### config.mk
export PLATFORM = sky130hd
export DESIGN_NAME = bal_ctrl
export DESIGN_NICKNAME = d
export VERILOG_FILES = /design/src/rtl/core/bal_pkg.sv /design/src/rtl/core/bal_ctrl.sv
export SDC_FILE = /design/constraint.sdc
export NUM_CORES = 1
export LEC_CHECK = 0
export BUFFER_PORTS_ARGS = -buffer_cell sky130_fd_sc_hd__buf_2
export CAP_MARGIN = 10
export CORE_ASPECT_RATIO = 1.75
export CORE_MARGIN = 4
export CORE_UTILIZATION = 50
export DETAILED_ROUTE_END_ITERATION = 10
export GPL_TIMING_DRIVEN = 0
export MAX_ROUTING_LAYER = met4
export PLACE_DENSITY = 0.66
export SLEW_MARGIN = 20
export SYNTH_ARGS = -nofsm -noshare
export SYNTH_HDL_FRONTEND = slang
export SYNTH_SLANG_ARGS = --single-unit
### constraint.sdc
create_clock -name clk -period 9.7 [get_ports clk]
set_input_delay 0.485 -clock clk [delete_from_list [all_inputs] [get_ports clk]]
set_output_delay 0.485 -clock clk [all_outputs]
set_load 0.01 [all_outputs]
### src/rtl/core/bal_pkg.sv
// ----------------------------------------------------------------------------
// bal_pkg
// Shared types, constants and helpers for the buddy allocator unit.
// ----------------------------------------------------------------------------
package bal_pkg;

  localparam int SIZE_W   = 17;
  localparam int OFFS_W   = 16;
  localparam int ADDR_W   = 16;
  localparam int STAT_W   = 2;
  localparam int ORD_W    = 5;

  localparam int POOL_ORDER_DEF = 16;
  localparam int MIN_ORDER_DEF  = 6;

  localparam logic OP_ALLOC = 1'b0;
  localparam logic OP_FREE  = 1'b1;

  localparam logic [STAT_W-1:0] STAT_OK  = 2'd0;
  localparam logic [STAT_W-1:0] STAT_OOM = 2'd1;
  localparam logic [STAT_W-1:0] STAT_BIG = 2'd2;

  typedef enum logic [3:0] {
    ST_IDLE,
    ST_DECODE,
    ST_SEARCH,
    ST_APOP,
    ST_ASPLIT,
    ST_FCHK,
    ST_FHEAD,
    ST_FWALK,
    ST_FWDATA,
    ST_FLINK,
    ST_PUSH
  } state_t;

  typedef struct packed {
    logic                fin;
    logic [STAT_W-1:0]   status;
    logic [ADDR_W-1:0]   address;
  } res_t;

  // ceil(log2(size)), zero size taken as one byte
  function automatic logic [ORD_W-1:0] ceil_ord(input logic [SIZE_W-1:0] size);
    logic [SIZE_W-1:0] s;
    logic [SIZE_W-1:0] v;
    logic [ORD_W-1:0]  p;
    s = (size == '0) ? SIZE_W'(1) : size;
    v = s - SIZE_W'(1);
    p = '0;
    for (int i = 0; i < SIZE_W; i++) begin
      if (v[i]) begin
        p = ORD_W'(i + 1);
      end
    end
    return p;
  endfunction

endpackage

### src/rtl/core/bal_ctrl.sv
// ----------------------------------------------------------------------------
// bal_ctrl
// Request sequencer: list heads, order decode, split and merge walks over
// the link store.
// ----------------------------------------------------------------------------
module bal_ctrl #(
  parameter int POOL_ORDER = bal_pkg::POOL_ORDER_DEF,
  parameter int MIN_ORDER  = bal_pkg::MIN_ORDER_DEF
) (
  input  logic                                clk,
  input  logic                                rst_n,
  input  logic                                accept,
  input  logic                                opcode,
  input  logic [bal_pkg::SIZE_W-1:0]          size_bytes,
  input  logic [bal_pkg::OFFS_W-1:0]          block_offset,
  output logic                                busy,
  output bal_pkg::res_t                       res,
  output logic                                mem_en,
  output logic                                mem_we,
  output logic [POOL_ORDER-MIN_ORDER-1:0]     mem_addr,
  output logic [POOL_ORDER-MIN_ORDER:0]       mem_wdata,
  input  logic [POOL_ORDER-MIN_ORDER:0]       mem_rdata
);

  import bal_pkg::*;

  localparam int BW      = POOL_ORDER - MIN_ORDER;
  localparam int NORD    = BW + 1;
  localparam int IW      = $clog2(NORD);
  localparam int AF_W    = POOL_ORDER + ADDR_W;
  localparam logic [IW-1:0] TOP_LVL = IW'(NORD - 1);
  localparam logic [BW:0]   END_MARK = {1'b1, {BW{1'b0}}};

  state_t state_r, state_nxt;

  logic [BW:0]        heads_r [NORD];
  logic               op_r;
  logic [SIZE_W-1:0]  size_r;
  logic [OFFS_W-1:0]  offset_r;
  logic [BW-1:0]      blk_r;
  logic [BW:0]        cur_r;
  logic [BW:0]        steps_r;
  logic [IW-1:0]      i_r;
  logic [IW-1:0]      lvl_r;

  logic [ORD_W-1:0]   ord;
  logic [ORD_W-1:0]   k_w;
  logic               too_big;
  logic [IW-1:0]      lvl_dec;
  logic [BW-1:0]      free_blk;
  logic [BW:0]        head_i;
  logic [BW:0]        head_lv;
  logic [IW-1:0]      i_m;
  logic [BW-1:0]      split_blk;
  logic [BW-1:0]      buddy;
  logic [BW-1:0]      merged;
  logic [AF_W-1:0]    addr_full;

  assign ord       = ceil_ord(size_r);
  assign k_w       = (ord < ORD_W'(MIN_ORDER)) ? ORD_W'(MIN_ORDER) : ord;
  assign too_big   = k_w > ORD_W'(POOL_ORDER);
  assign lvl_dec   = IW'(k_w - ORD_W'(MIN_ORDER));
  assign free_blk  = BW'(offset_r >> MIN_ORDER) & ({BW{1'b1}} << lvl_dec);
  assign head_i    = heads_r[i_r];
  assign head_lv   = heads_r[lvl_r];
  assign i_m       = i_r - IW'(1);
  assign split_blk = blk_r ^ (BW'(1) << i_m);
  assign buddy     = blk_r ^ (BW'(1) << lvl_r);
  assign merged    = (buddy < blk_r) ? buddy : blk_r;
  assign addr_full = AF_W'(blk_r) << MIN_ORDER;
  assign busy      = (state_r != ST_IDLE);

  always_comb begin
    state_nxt = state_r;
    case (state_r)
      ST_IDLE: begin
        if (accept) state_nxt = ST_DECODE;
      end
      ST_DECODE: begin
        if (too_big)              state_nxt = ST_IDLE;
        else if (op_r == OP_FREE) state_nxt = ST_FCHK;
        else                      state_nxt = ST_SEARCH;
      end
      ST_SEARCH: begin
        if (!head_i[BW])          state_nxt = ST_APOP;
        else if (i_r == TOP_LVL)  state_nxt = ST_IDLE;
      end
      ST_APOP: begin
        state_nxt = (i_r == lvl_r) ? ST_IDLE : ST_ASPLIT;
      end
      ST_ASPLIT: begin
        if (i_m == lvl_r) state_nxt = ST_IDLE;
      end
      ST_FCHK: begin
        if (lvl_r == TOP_LVL)               state_nxt = ST_PUSH;
        else if (head_lv == {1'b0, buddy})  state_nxt = ST_FHEAD;
        else                                state_nxt = ST_FWALK;
      end
      ST_FHEAD:  state_nxt = ST_FCHK;
      ST_FWALK: begin
        state_nxt = (cur_r[BW] || steps_r[BW]) ? ST_PUSH : ST_FWDATA;
      end
      ST_FWDATA: begin
        state_nxt = (mem_rdata == {1'b0, buddy}) ? ST_FLINK : ST_FWALK;
      end
      ST_FLINK:  state_nxt = ST_FCHK;
      ST_PUSH:   state_nxt = ST_IDLE;
      default:   state_nxt = ST_IDLE;
    endcase
  end

  always_comb begin
    mem_en      = 1'b0;
    mem_we      = 1'b0;
    mem_addr    = blk_r;
    mem_wdata   = head_lv;
    res.fin     = 1'b0;
    res.status  = STAT_OK;
    res.address = '0;
    case (state_r)
      ST_DECODE: begin
        if (too_big) begin
          res.fin    = 1'b1;
          res.status = STAT_BIG;
        end
      end
      ST_SEARCH: begin
        if (!head_i[BW]) begin
          mem_en   = 1'b1;
          mem_addr = head_i[BW-1:0];
        end else if (i_r == TOP_LVL) begin
          res.fin    = 1'b1;
          res.status = STAT_OOM;
        end
      end
      ST_APOP: begin
        if (i_r == lvl_r) begin
          res.fin     = 1'b1;
          res.address = addr_full[ADDR_W-1:0];
        end
      end
      ST_ASPLIT: begin
        mem_en    = 1'b1;
        mem_we    = 1'b1;
        mem_addr  = split_blk;
        mem_wdata = heads_r[i_m];
        if (i_m == lvl_r) begin
          res.fin     = 1'b1;
          res.address = addr_full[ADDR_W-1:0];
        end
      end
      ST_FCHK: begin
        if ((lvl_r != TOP_LVL) && (head_lv == {1'b0, buddy})) begin
          mem_en   = 1'b1;
          mem_addr = buddy;
        end
      end
      ST_FWALK: begin
        if (!(cur_r[BW] || steps_r[BW])) begin
          mem_en   = 1'b1;
          mem_addr = cur_r[BW-1:0];
        end
      end
      ST_FWDATA: begin
        if (mem_rdata == {1'b0, buddy}) begin
          mem_en   = 1'b1;
          mem_addr = buddy;
        end
      end
      ST_FLINK: begin
        mem_en    = 1'b1;
        mem_we    = 1'b1;
        mem_addr  = cur_r[BW-1:0];
        mem_wdata = mem_rdata;
      end
      ST_PUSH: begin
        mem_en    = 1'b1;
        mem_we    = 1'b1;
        mem_addr  = blk_r;
        mem_wdata = head_lv;
        res.fin   = 1'b1;
      end
      default: begin
        mem_en = 1'b0;
      end
    endcase
  end

  always_ff @(posedge clk) begin
    if (!rst_n) begin
      state_r <= ST_IDLE;
      for (int n = 0; n < NORD; n++) begin
        heads_r[n] <= (n == NORD - 1) ? '0 : END_MARK;
      end
    end else begin
      state_r <= state_nxt;
      case (state_r)
        ST_APOP:   heads_r[i_r]   <= mem_rdata;
        ST_ASPLIT: heads_r[i_m]   <= {1'b0, split_blk};
        ST_FHEAD:  heads_r[lvl_r] <= mem_rdata;
        ST_PUSH:   heads_r[lvl_r] <= {1'b0, blk_r};
        default: ;
      endcase
    end
  end

  always_ff @(posedge clk) begin
    case (state_r)
      ST_IDLE: begin
        if (accept) begin
          op_r     <= opcode;
          size_r   <= size_bytes;
          offset_r <= block_offset;
        end
      end
      ST_DECODE: begin
        i_r   <= lvl_dec;
        lvl_r <= lvl_dec;
        blk_r <= free_blk;
      end
      ST_SEARCH: begin
        if (!head_i[BW]) begin
          blk_r <= head_i[BW-1:0];
        end else if (i_r != TOP_LVL) begin
          i_r <= i_r + IW'(1);
        end
      end
      ST_ASPLIT: i_r <= i_m;
      ST_FCHK: begin
        cur_r   <= head_lv;
        steps_r <= '0;
      end
      ST_FWDATA: begin
        if (mem_rdata != {1'b0, buddy}) begin
          cur_r   <= mem_rdata;
          steps_r <= steps_r + (BW+1)'(1);
        end
      end
      ST_FHEAD, ST_FLINK: begin
        blk_r <= merged;
        lvl_r <= lvl_r + IW'(1);
      end
      default: ;
    endcase
  end

  a_busy_ends_with_result: assert property (@(posedge clk) disable iff (!rst_n)
    $fell(busy) |-> $past(res.fin))
    else $error("busy dropped without a result");

  a_accept_decodes: assert property (@(posedge clk) disable iff (!rst_n)
    accept |=> (state_r == ST_DECODE))
    else $error("accepted request not decoded");

  a_single_result: assert property (@(posedge clk) disable iff (!rst_n)
    res.fin |=> !res.fin)
    else $error("two results for one request");

  a_free_no_address: assert property (@(posedge clk) disable iff (!rst_n)
    (res.fin && (op_r == OP_FREE)) |-> (res.address == '0))
    else $error("free returned an address");

endmodule
* After elaboration in Yosys (flattened, before gate mapping)
Memories as Yosys holds them, arrays and structs flattened. A register that Yosys moved wholly into a read port is not among the register bits.
Cells that the tools add are included.
Widths: inputs -> output; s select.
** Word-level totals
- Bits in registers :: 78
- Memory bits (writable) :: 121
- Input port bits :: 48
- Logic and storage cells :: 159
- Memories :: 1
** Memory list
- heads_r :: words 11, width 11, read ports 3, clocked after Yosys merged registers in 2, write ports 11, line bal_ctrl.sv:36 : logic [BW:0] heads_r [NORD];
** Cells by class
- $add $sub $neg :: 6
- $lt $le $gt $ge :: 3
- Eq/ne operators :: 26
- Shift operators :: 3
- Multiplexer cells :: 88
- Bitwise logic cells :: 4
- Reduce and logical (&&, ||, !) cells :: 19
** Operators with widths (number)
- $mux 5 :: 14
- $mux 11 :: 6
- $pmux 11 s2 :: 3
- $pmux 10 s6 :: 1
- $mux 4 :: 13
- $mux 10 :: 5
- $pmux 4 s9 :: 1
- $reduce_or 11->1 :: 3
- $mux 16 :: 2
- $pmux 16 s2 :: 1
- $pmux 10 s3 :: 1
- $mux 1 :: 25
- $eq 11x10->1 :: 2
- $mux 3 :: 7
- $eq 4x4->1 const B :: 5
- $shl 1x4->10 const A :: 2
- $xor 10x10->10 :: 2
- $logic_not 17->1 :: 1
- $mux 17 :: 1
- $sub 17x1->17 const B :: 1
- $eq 4x3->1 const B :: 4
- $pmux 4 s3 :: 1
- $add 11x1->11 const B :: 1
- $ne 11x10->1 :: 1
- 30 further kinds :: 46

* Depth between registers and ports, before layout
Gate-level depths: netlist (run 1).
- Depth in word-level cells :: 26
- Mapped depth :: 18
- Gate-level depth less buffers :: 15

* Worst setup path after synthesis (run 1)
No wires, ideal clock.
- Path type :: reg2out
- From :: register i_r[0]
- To :: output port mem_wdata[10]
- Arrival :: 4067 ps
- Required time :: 9215 ps
- Setup slack :: 5148 ps
- Cell stages (with the launch flop) :: 12
- Path through :: edfxtp_1 clkbuf_1 clkbuf_1 buf_1 inv_1 ha_1 clkbuf_1 clkbuf_1 clkbuf_1 mux4_2 mux4_2 a221o_1
** On the way
- Cells in the longest elaborated chain, start to end :: 3
** RTL lines
- from (decl) :: line bal_ctrl.sv:43 : logic [IW-1:0] i_r;
- from (signal assigned) :: line bal_ctrl.sv:217 : i_r <= lvl_dec;
- from (signal assigned) :: line bal_ctrl.sv:225 : i_r <= i_r + IW'(1);
- from (signal assigned) :: line bal_ctrl.sv:228 : ST_ASPLIT: i_r <= i_m;
- $sub 4x1->4 :: line bal_ctrl.sv:66 : assign i_m = i_r - IW'(1);
- $mem_v2 11x11
- $pmux 11 s2 :: line bal_ctrl.sv:120 : case (state_r)
- to (decl) :: line bal_ctrl.sv:21 : output logic [POOL_ORDER-MIN_ORDER:0] mem_wdata,
No other way between the ends.

* Worst setup path in the final report (run 1)
- From :: register i_r[0]
- To :: output port mem_wdata[8]
The elaborated chain is that of the path after synthesis.

==> summary.txt, run 1 <==
Route
  • DR pass1 iterations: 8
  • DRC viols: 0
  • Routed Antenna Nets: 0
  • Routed wire length: 65.2 mm
  • Initial DRC count: around 1700
  • Routed vias/inst: 6.92
  • Total number of vias: 14000
  • WL per Instance: approximately 32 µm

Worst hold path
  • Worst Hold Class: in2reg
  • Hold Path Depth: 1

STA
  • Clk_skew: 23.4 ps
  • Endpoints failing setup: 0
  • Fin. max-slew vios: 0
  • Worst slew pin tran: 1190 ps
  • Final setup TNS: 0 ps
  • Achievable frequency: 128 MHz
  • RSZ-0062 raised after global routing: false
  • Hold Vio Cnt, Final: 0
  • Min Tclk post-route: 7810 ps
  • Tcrit/Tclk final: 80.5%
  • Relative slew slack: between 20% and 30%

Synthesis
  • Yosys warns: 0
  • Syn avg cell area: 11.9 µm²
  • Post-synthesis register bit count: 256
  • Cell count after synthesis: 1430
  • Post-synth EDFFs: 233
  • Sequential element share of the synthesized area: 43.8%
  • Top_reg_cell synth: edfxtp_1
  • FFs w/ async S/R, synth: 0%
  • Post-Synthesis Cell Area: 17000 µm²
  • Netlist cell types: 82

Setup path
  • Crit path max-delay cell type: clkbuf_1
  • CP most frequent cell: clkbuf_1
  • Reg2reg path depth: 13
  • Worst setup EP type: primary output
  • Worst-path maximum fanout: 10
  • Crit path buf inv count: 8
  • CP cell instances: clkbuf_1 -> clkbuf_1 -> buf_1 -> inv_1 -> ha_1 -> clkbuf_1 -> clkbuf_2 -> clkbuf_1 -> mux4_2 -> mux4_2 -> a221o_1 -> buf_2
  • CP top delay family: buffers and inverters
  • Crit path largest cell delay: between 900 and 1000 ps
  • Worst EP required: 9220 ps
  • CP Depth: 12
  • Arrival time worst endpoint: 7320 ps
  • Startpoint Class: flop
  • Setup CP Type: reg2out

Floorplanning
  • Die ar.: 37200 µm²
  • Core area: ~34000 µm²
  • Boundary pin count: 91
  • Die X: 147 µm
  • Cell row count: between 80 and 90
  • Initial Util: 50.6%
  • Die height: 252 µm

Pwr
  • Lkg Pwr: between 6 and 7 nW
  • Max VDD drop: ~0.00018 V
  • Power Dens Cells: 323 nW/µm²

GRT
  • First-pass GRT wire length: ~93 mm
  • Total grt overflow: 0
  • Pin count of the biggest net entering global routing: 29
  • Initial antenna violation count: 1
  • Vias in the first global route: 14000
  • Total GRT Usage: 35.9%

Clock network
  • Max H-tree Level: 1
  • # hold bufs at CTS: 0
  • Worst-Skew Late Latency: around 570 ps
  • CTS tree: yes
  • CTS Buf Count: 26
  • TritonCTS Sinks: 256
  • Root Buffer Master: clkbuf_16
  • Clock Tree Buf Depth: 3
  • CTS clk-pin slew, worst paths: 70 ps
  • Cts repair resizes: 0
  • Post-CTS Setup Bufs: 0

Placement
  • DP HPWL: 49.2 mm
  • Final RePlAce weighted congestion: roughly 1.0
  • Placed Area: between 15000 and 20000 µm²
  • # port buffers: 78

Cells and area
  • Final Instance Area: 19100 µm²
  • Most frequent cells in the layout: edfxtp_1, nor2_1, mux4_2
  • Layout cells sized above 1: 23.1%
  • P&R area growth vs syn: 12.0%
  • Commonest non-fill, non-tap cell in the layout: edfxtp_1
  • Nets: between 1500 and 2000

Flow run
  • Max-capacitance violation count: 0

Status
  • Result of the run: finished, final reports clean
## where the power goes
group	switching [W]	total, W	internal (W)
Combinational	0.00212	0.00352	0.00140
Sequential	0.000129	0.00154	0.00141
Clock	0.000443	0.00110	0.000654
## cells in the mapped netlist, types with 14 or more instances
library cell	instances	area (µm²)
edfxtp_1	233	7000
nor2_1	177	664
mux4_2	136	3060
nand2_1	109	409
clkbuf_1	87	327
a21oi_1	49	245
o21ai_0	44	220
mux2i_1	38	380
xnor2_1	38	333
inv_1	36	135
xor2_1	29	254
ha_1	24	300
nor3_1	24	120
dfxtp_1	23	460
and2_1	20	125
nand3_1	19	95.1
or2_2	17	106
o22ai_1	16	100
nor2b_1	15	93.8
o211a_1	14	140
## layer usage
metal | track usage [%] | up-vias | share of wire, %
met5 | - | - | 0
met4 | 32.0 | 0 | 12
met3 | 6.55 | 399 | 9.0
met2 | 60.0 | 1055 | 50
met1 | 35.3 | 6780 | 30
li1 | - | 5770 | -
## stage by stage
stage	utilization (%)	setup WS (ps)	hold WS, ps	total power, W	cells
after global placement	53.5	2310	544	0.00492	1968
after CTS	56.7	1650	82.0	0.00606	2023
after detailed placement	53.9	2260	532	0.00497	1975
after floorplan	-	5150	497	0.00379	1435
final	56.7	1890	90.7	0.00615	2024
after global routing	56.7	1800	85.5	0.00637	2024
## path summary, 6_finish.rpt
kind	end	slack (ps)	from
hold reg to reg	heads_r[10][2]	550	heads_r[10][2]
setup / recovery	mem_wdata[8]	1890	i_r[0]
hold / removal	offset_r[14]	90	block_offset[14]
setup reg to reg	heads_r[8][8]	2080	i_r[0]
## sequential cells by signal, indices dropped and copies added, names as in the netlist, named ones only
| signal | cells |
|---|---|
| steps_r | 11 |
| op_r | 1 |
| state_r | 4 |
| lvl_r | 4 |
| cur_r | 11 |
| offset_r | 10 |
| blk_r | 10 |
| heads_r | 176 |
| i_r | 4 |
| size_r | 17 |
## cell families after synthesis
group | share of synthesized area, %
AO/OA/AOI/OAI | 10.8
adder cells (fa/ha/maj) | 1.76
buffers and inverters | 4.30
flip-flops | 43.8
XOR/XNOR | 3.45
other | 0.0220
AND/OR/NAND/NOR | 13.1
multiplexers | 22.8
## layout make-up
type	count	area [µm²]
Timing Repair Buffer	85	473
Buffer	126	601
Inverter	37	139
Antenna cell	1	2.50
Clock buffer	40	774
Sequential cell	256	7460
Fill cell	2892	14600
Multi-Input combinational cell	1016	8910
Clock inverter	8	143
Tap cell	455	569
(Power assumes the default switching activity.)
==> inputs of run 2 (changes only) <==
Settings changed: PLACE_DENSITY 0.66 to 0.69.
Clock period 9.7 ns to 6.35 ns, I/O delays scaled along.
==> summary.txt, run 2 (synthesis results as in run 1) <==
Cells and area
  • Core Util, Final: 57.4% (was 56.7%)
  • P&R area growth vs syn: 13.3% (was 12.0%)
  • Area occupied by multi-input gates: 8910 µm² (about the same)
  • # diodes: 0 (was 1)
  • Layout cells sized above 1: 23.2% (was 23.1%)
  • Most frequent cells in the layout: edfxtp_1, nor2_1, mux4_2 (unchanged)
  • Commonest non-fill, non-tap cell in the layout: edfxtp_1 (unchanged)
  • Nets: 1649 (was 1620)
  • Register area: 7460 µm² (unchanged)
  • Top Registers: heads_r x176, size_r x17 (unchanged)
  • Top reg by flops: heads_r (unchanged)
  • Fillers: 2882 (was 2892)
  • Largest register FFs: 176 (unchanged)

Worst hold path
  • Hold path endpoint: cur_r[4] (was offset_r[14])
  • Min-delay src: mem_rdata[4] (was block_offset[14])
  • Worst Hold Class: in2reg (unchanged)
  • Hold Path Depth: 3 (was 1)

STA
  • RSZ-0062 raised after global routing: false (unchanged)
  • Achievable frequency: 161 MHz
  • Fin. max-slew vios: 0 (unchanged)
  • Final WS setup: 154 ps (was 1890 ps)
  • Clk_skew: 38.5 ps (was 23.4 ps)
  • Tcrit/Tclk final: between 90% and 100%
  • Endpoints failing setup: 0 (unchanged)
  • Relative slew slack: 22.8% (was 20.6%)
  • Min Tclk post-route: 6200 ps
  • Hold Vio Cnt, Final: 0 (unchanged)
  • Worst slew pin tran: 1160 ps (was 1190 ps)

Route
  • Met3 WL: 4.98 mm (was 5.88 mm)
  • M1 WL: 19.5 mm (was 19.3 mm)
  • Met2 wire length: 33.5 mm (was 32.4 mm)
  • DR pass1 iterations: 5 (was 8)
  • Total number of vias: 14000 (about the same)
  • DRC viols: 0 (unchanged)
  • Initial DRC count: 1420 (was 1709)
  • Routed vias/inst: 6.84 (was 6.92)
  • Max layer used: met4 (unchanged)
  • Routed Antenna Nets: 0 (unchanged)
  • Routed wire length: 65.3 mm (was 65.2 mm)
  • WL per Instance: 31.8 µm (was 32.2 µm)

GRT
  • Pin count of the biggest net entering global routing: 29 (unchanged)
  • Total GRT Usage: 35.9% (about the same)
  • Total grt overflow: 0 (unchanged)
  • Vias in the first global route: 14300 (was 14000)
  • Initial antenna violation count: 0 (was 1)
  • First-pass GRT wire length: 93.6 mm (was 93.4 mm)

Pwr
  • Max VDD drop: 0.000291 V (was 0.000175 V)
  • P_sw: 0.00413 W (was 0.00269 W)
  • Share of power burned in combinational logic: 57.7% (was 57.2%)
  • Pint: 0.00514 W (was 0.00346 W)
  • Clock network power share: 16.9% (was 17.8%)
  • Switching share of power: 44.5% (was 43.7%)
  • Seq pwr share: 25.4% (was 25.0%)
  • Lkg Pwr: 7.05 nW (was 6.94 nW)
  • Power Dens Cells: 481 nW/µm² (was 323 nW/µm²)

Floorplanning
  • Cell row count: 89 (unchanged)
  • Die X: 147 µm (unchanged)
  • Boundary pin count: 91 (unchanged)
  • Die height: 252 µm (unchanged)
  • Core area: 33600 µm² (unchanged)
  • Initial Util: 50.6% (unchanged)
  • Die ar.: 37200 µm² (unchanged)

Clock network
  • TritonCTS Sinks: 256 (unchanged)
  • Worst-Skew Late Latency: 590 ps (was 570 ps)
  • Post-CTS Setup Bufs: 0 (unchanged)
  • Root Buffer Master: clkbuf_16 (unchanged)
  • CTS tree: yes (unchanged)
  • Max H-tree Level: 1 (unchanged)
  • CTS Buf Count: 26 (unchanged)
  • Clock Tree Buf Depth: 3 (unchanged)
  • CTS clk-pin slew, worst paths: 70 ps (about the same)

Setup path
  • Arrival time worst endpoint: 5880 ps (was 7320 ps)
  • Crit path max-delay cell type: clkbuf_2 (was clkbuf_1)
  • Crit path buf inv count: 8 (unchanged)
  • Reg2reg path depth: 13 (unchanged)
  • Startpoint Class: flop (unchanged)
  • Worst-path maximum fanout: 10 (unchanged)
  • CP cell instances: clkbuf_1 -> clkbuf_4 -> buf_2 -> inv_1 -> ha_1 -> clkbuf_1 -> buf_2 -> clkbuf_2 -> mux4_2 -> mux4_2 -> a221o_1 -> buf_2 (was clkbuf_1 -> clkbuf_1 -> buf_1 -> inv_1 -> ha_1 -> clkbuf_1 -> clkbuf_2 -> clkbuf_1 -> mux4_2 -> mux4_2 -> a221o_1 -> buf_2)
  • CP most frequent cell: buf_2 (was clkbuf_1)
  • R2R Path Start: i_r[0] (unchanged)
  • Crit path largest cell delay: 530 ps (was 930 ps)
  • Setup CP Type: reg2out (unchanged)
  • Worst EP required: 6030 ps (was 9220 ps)
  • R2r setup slk: 250 ps (was 2080 ps)
  • Worst setup EP type: primary output (unchanged)
  • Reg2reg end: heads_r[1][10] (was heads_r[8][8])
  • CP top delay family: buffers and inverters (unchanged)

Flow run
  • Max-capacitance violation count: 0 (unchanged)

Placement
  • # port buffers: 78 (unchanged)
  • Pre-CTS setup slack: -1050 ps (was 2260 ps)
  • Final RePlAce weighted congestion: 1.03 (was 1.04)
  • DP HPWL: 49.4 mm (was 49.2 mm)

Status
  • Result of the run: finished, final reports clean (unchanged)
-- run 2: cell types whose count changed in the layout (fill, tap and decap cells not counted), sizes merged --
| cell | change |
|---|---|
| buf | +3 |
| diode | -1 |
| dlygate4sd3 | +28 |
| inv | +4 |
| bufinv | -2 |
| clkinv | +12 |
| clkbuf | -16 |
-- run 2: what timing repair did --
| action | 4_1_cts | 5_1_grt |
|---|---|---|
| hold endpoints to repair | 28 | 0 |
| resized for setup | 7 | 3 |
| endpoints found under the setup margin | 145 | 3 |
| hold buffers | 28 | 0 |
| gates cloned | 0 | 0 |
-- run 2: through the flow --
stage	instance area [µm²]	setup TNS, ps	hold slack, ps	cells	total power [W]
finish	19300	0	90.9	2052	0.00927
CTS	19300	0	87.2	2052	0.00914
global route	19300	0	112	2052	0.00958
detailed placement	18200	-87610	496	1976	0.00758
global placement	18000	-110350	493	1968	0.00749
floorplan	17000	0	416	1435	0.00580
-- run 2: layout make-up --
class	instances	share of cell area (%)
multi-input combinational	1016	46.2
timing repair buffer	114	3.94
sequential	256	38.6
clock inverter	22	1.01
tap	455	2.95
buffer	126	3.16
clock buffer	26	3.37
inverter	37	0.720
-- run 2: routing by layer --
metal | track usage, % | up-vias
met5 | - | -
met4 | 31.8 | 0
met3 | 5.74 | 382
met2 | 62.2 | 966
met1 | 33.9 | 6864
li1 | - | 5830
-- run 2: worst reg2reg max path: cells and delay by family (launching register included) --
kind	cells	cell delay, ps
buffers and inverters	7	2910
AND/OR/NAND/NOR	4	1690
flip-flops	1	420
AO/OA/AOI/OAI	1	370
adder cells (fa/ha/maj)	1	320
-- run 2: worst max path at each step --
stage	start	end	slack, ps	depth (start not counted)
floorplan	size_r[5]	blk_r[6]	1920	16
global placement	i_r[0]	heads_r[8][4]	-880	13
detailed placement	i_r[0]	heads_r[8][4]	-1050	13
CTS	i_r[0]	mem_wdata[10]	90	12
global route	size_r[10]	blk_r[2]	70	18
finish	i_r[0]	mem_wdata[10]	150	12
-- run 2: power groups by stage --
stage	sequential, W	combinational, W	clock (W)
after floorplan	0.00229	0.00350	0
after global placement	0.00238	0.00511	0
after detailed placement	0.00238	0.00520	0
after CTS	0.00235	0.00523	0.00157
after global routing	0.00238	0.00557	0.00164
final	0.00236	0.00535	0.00156
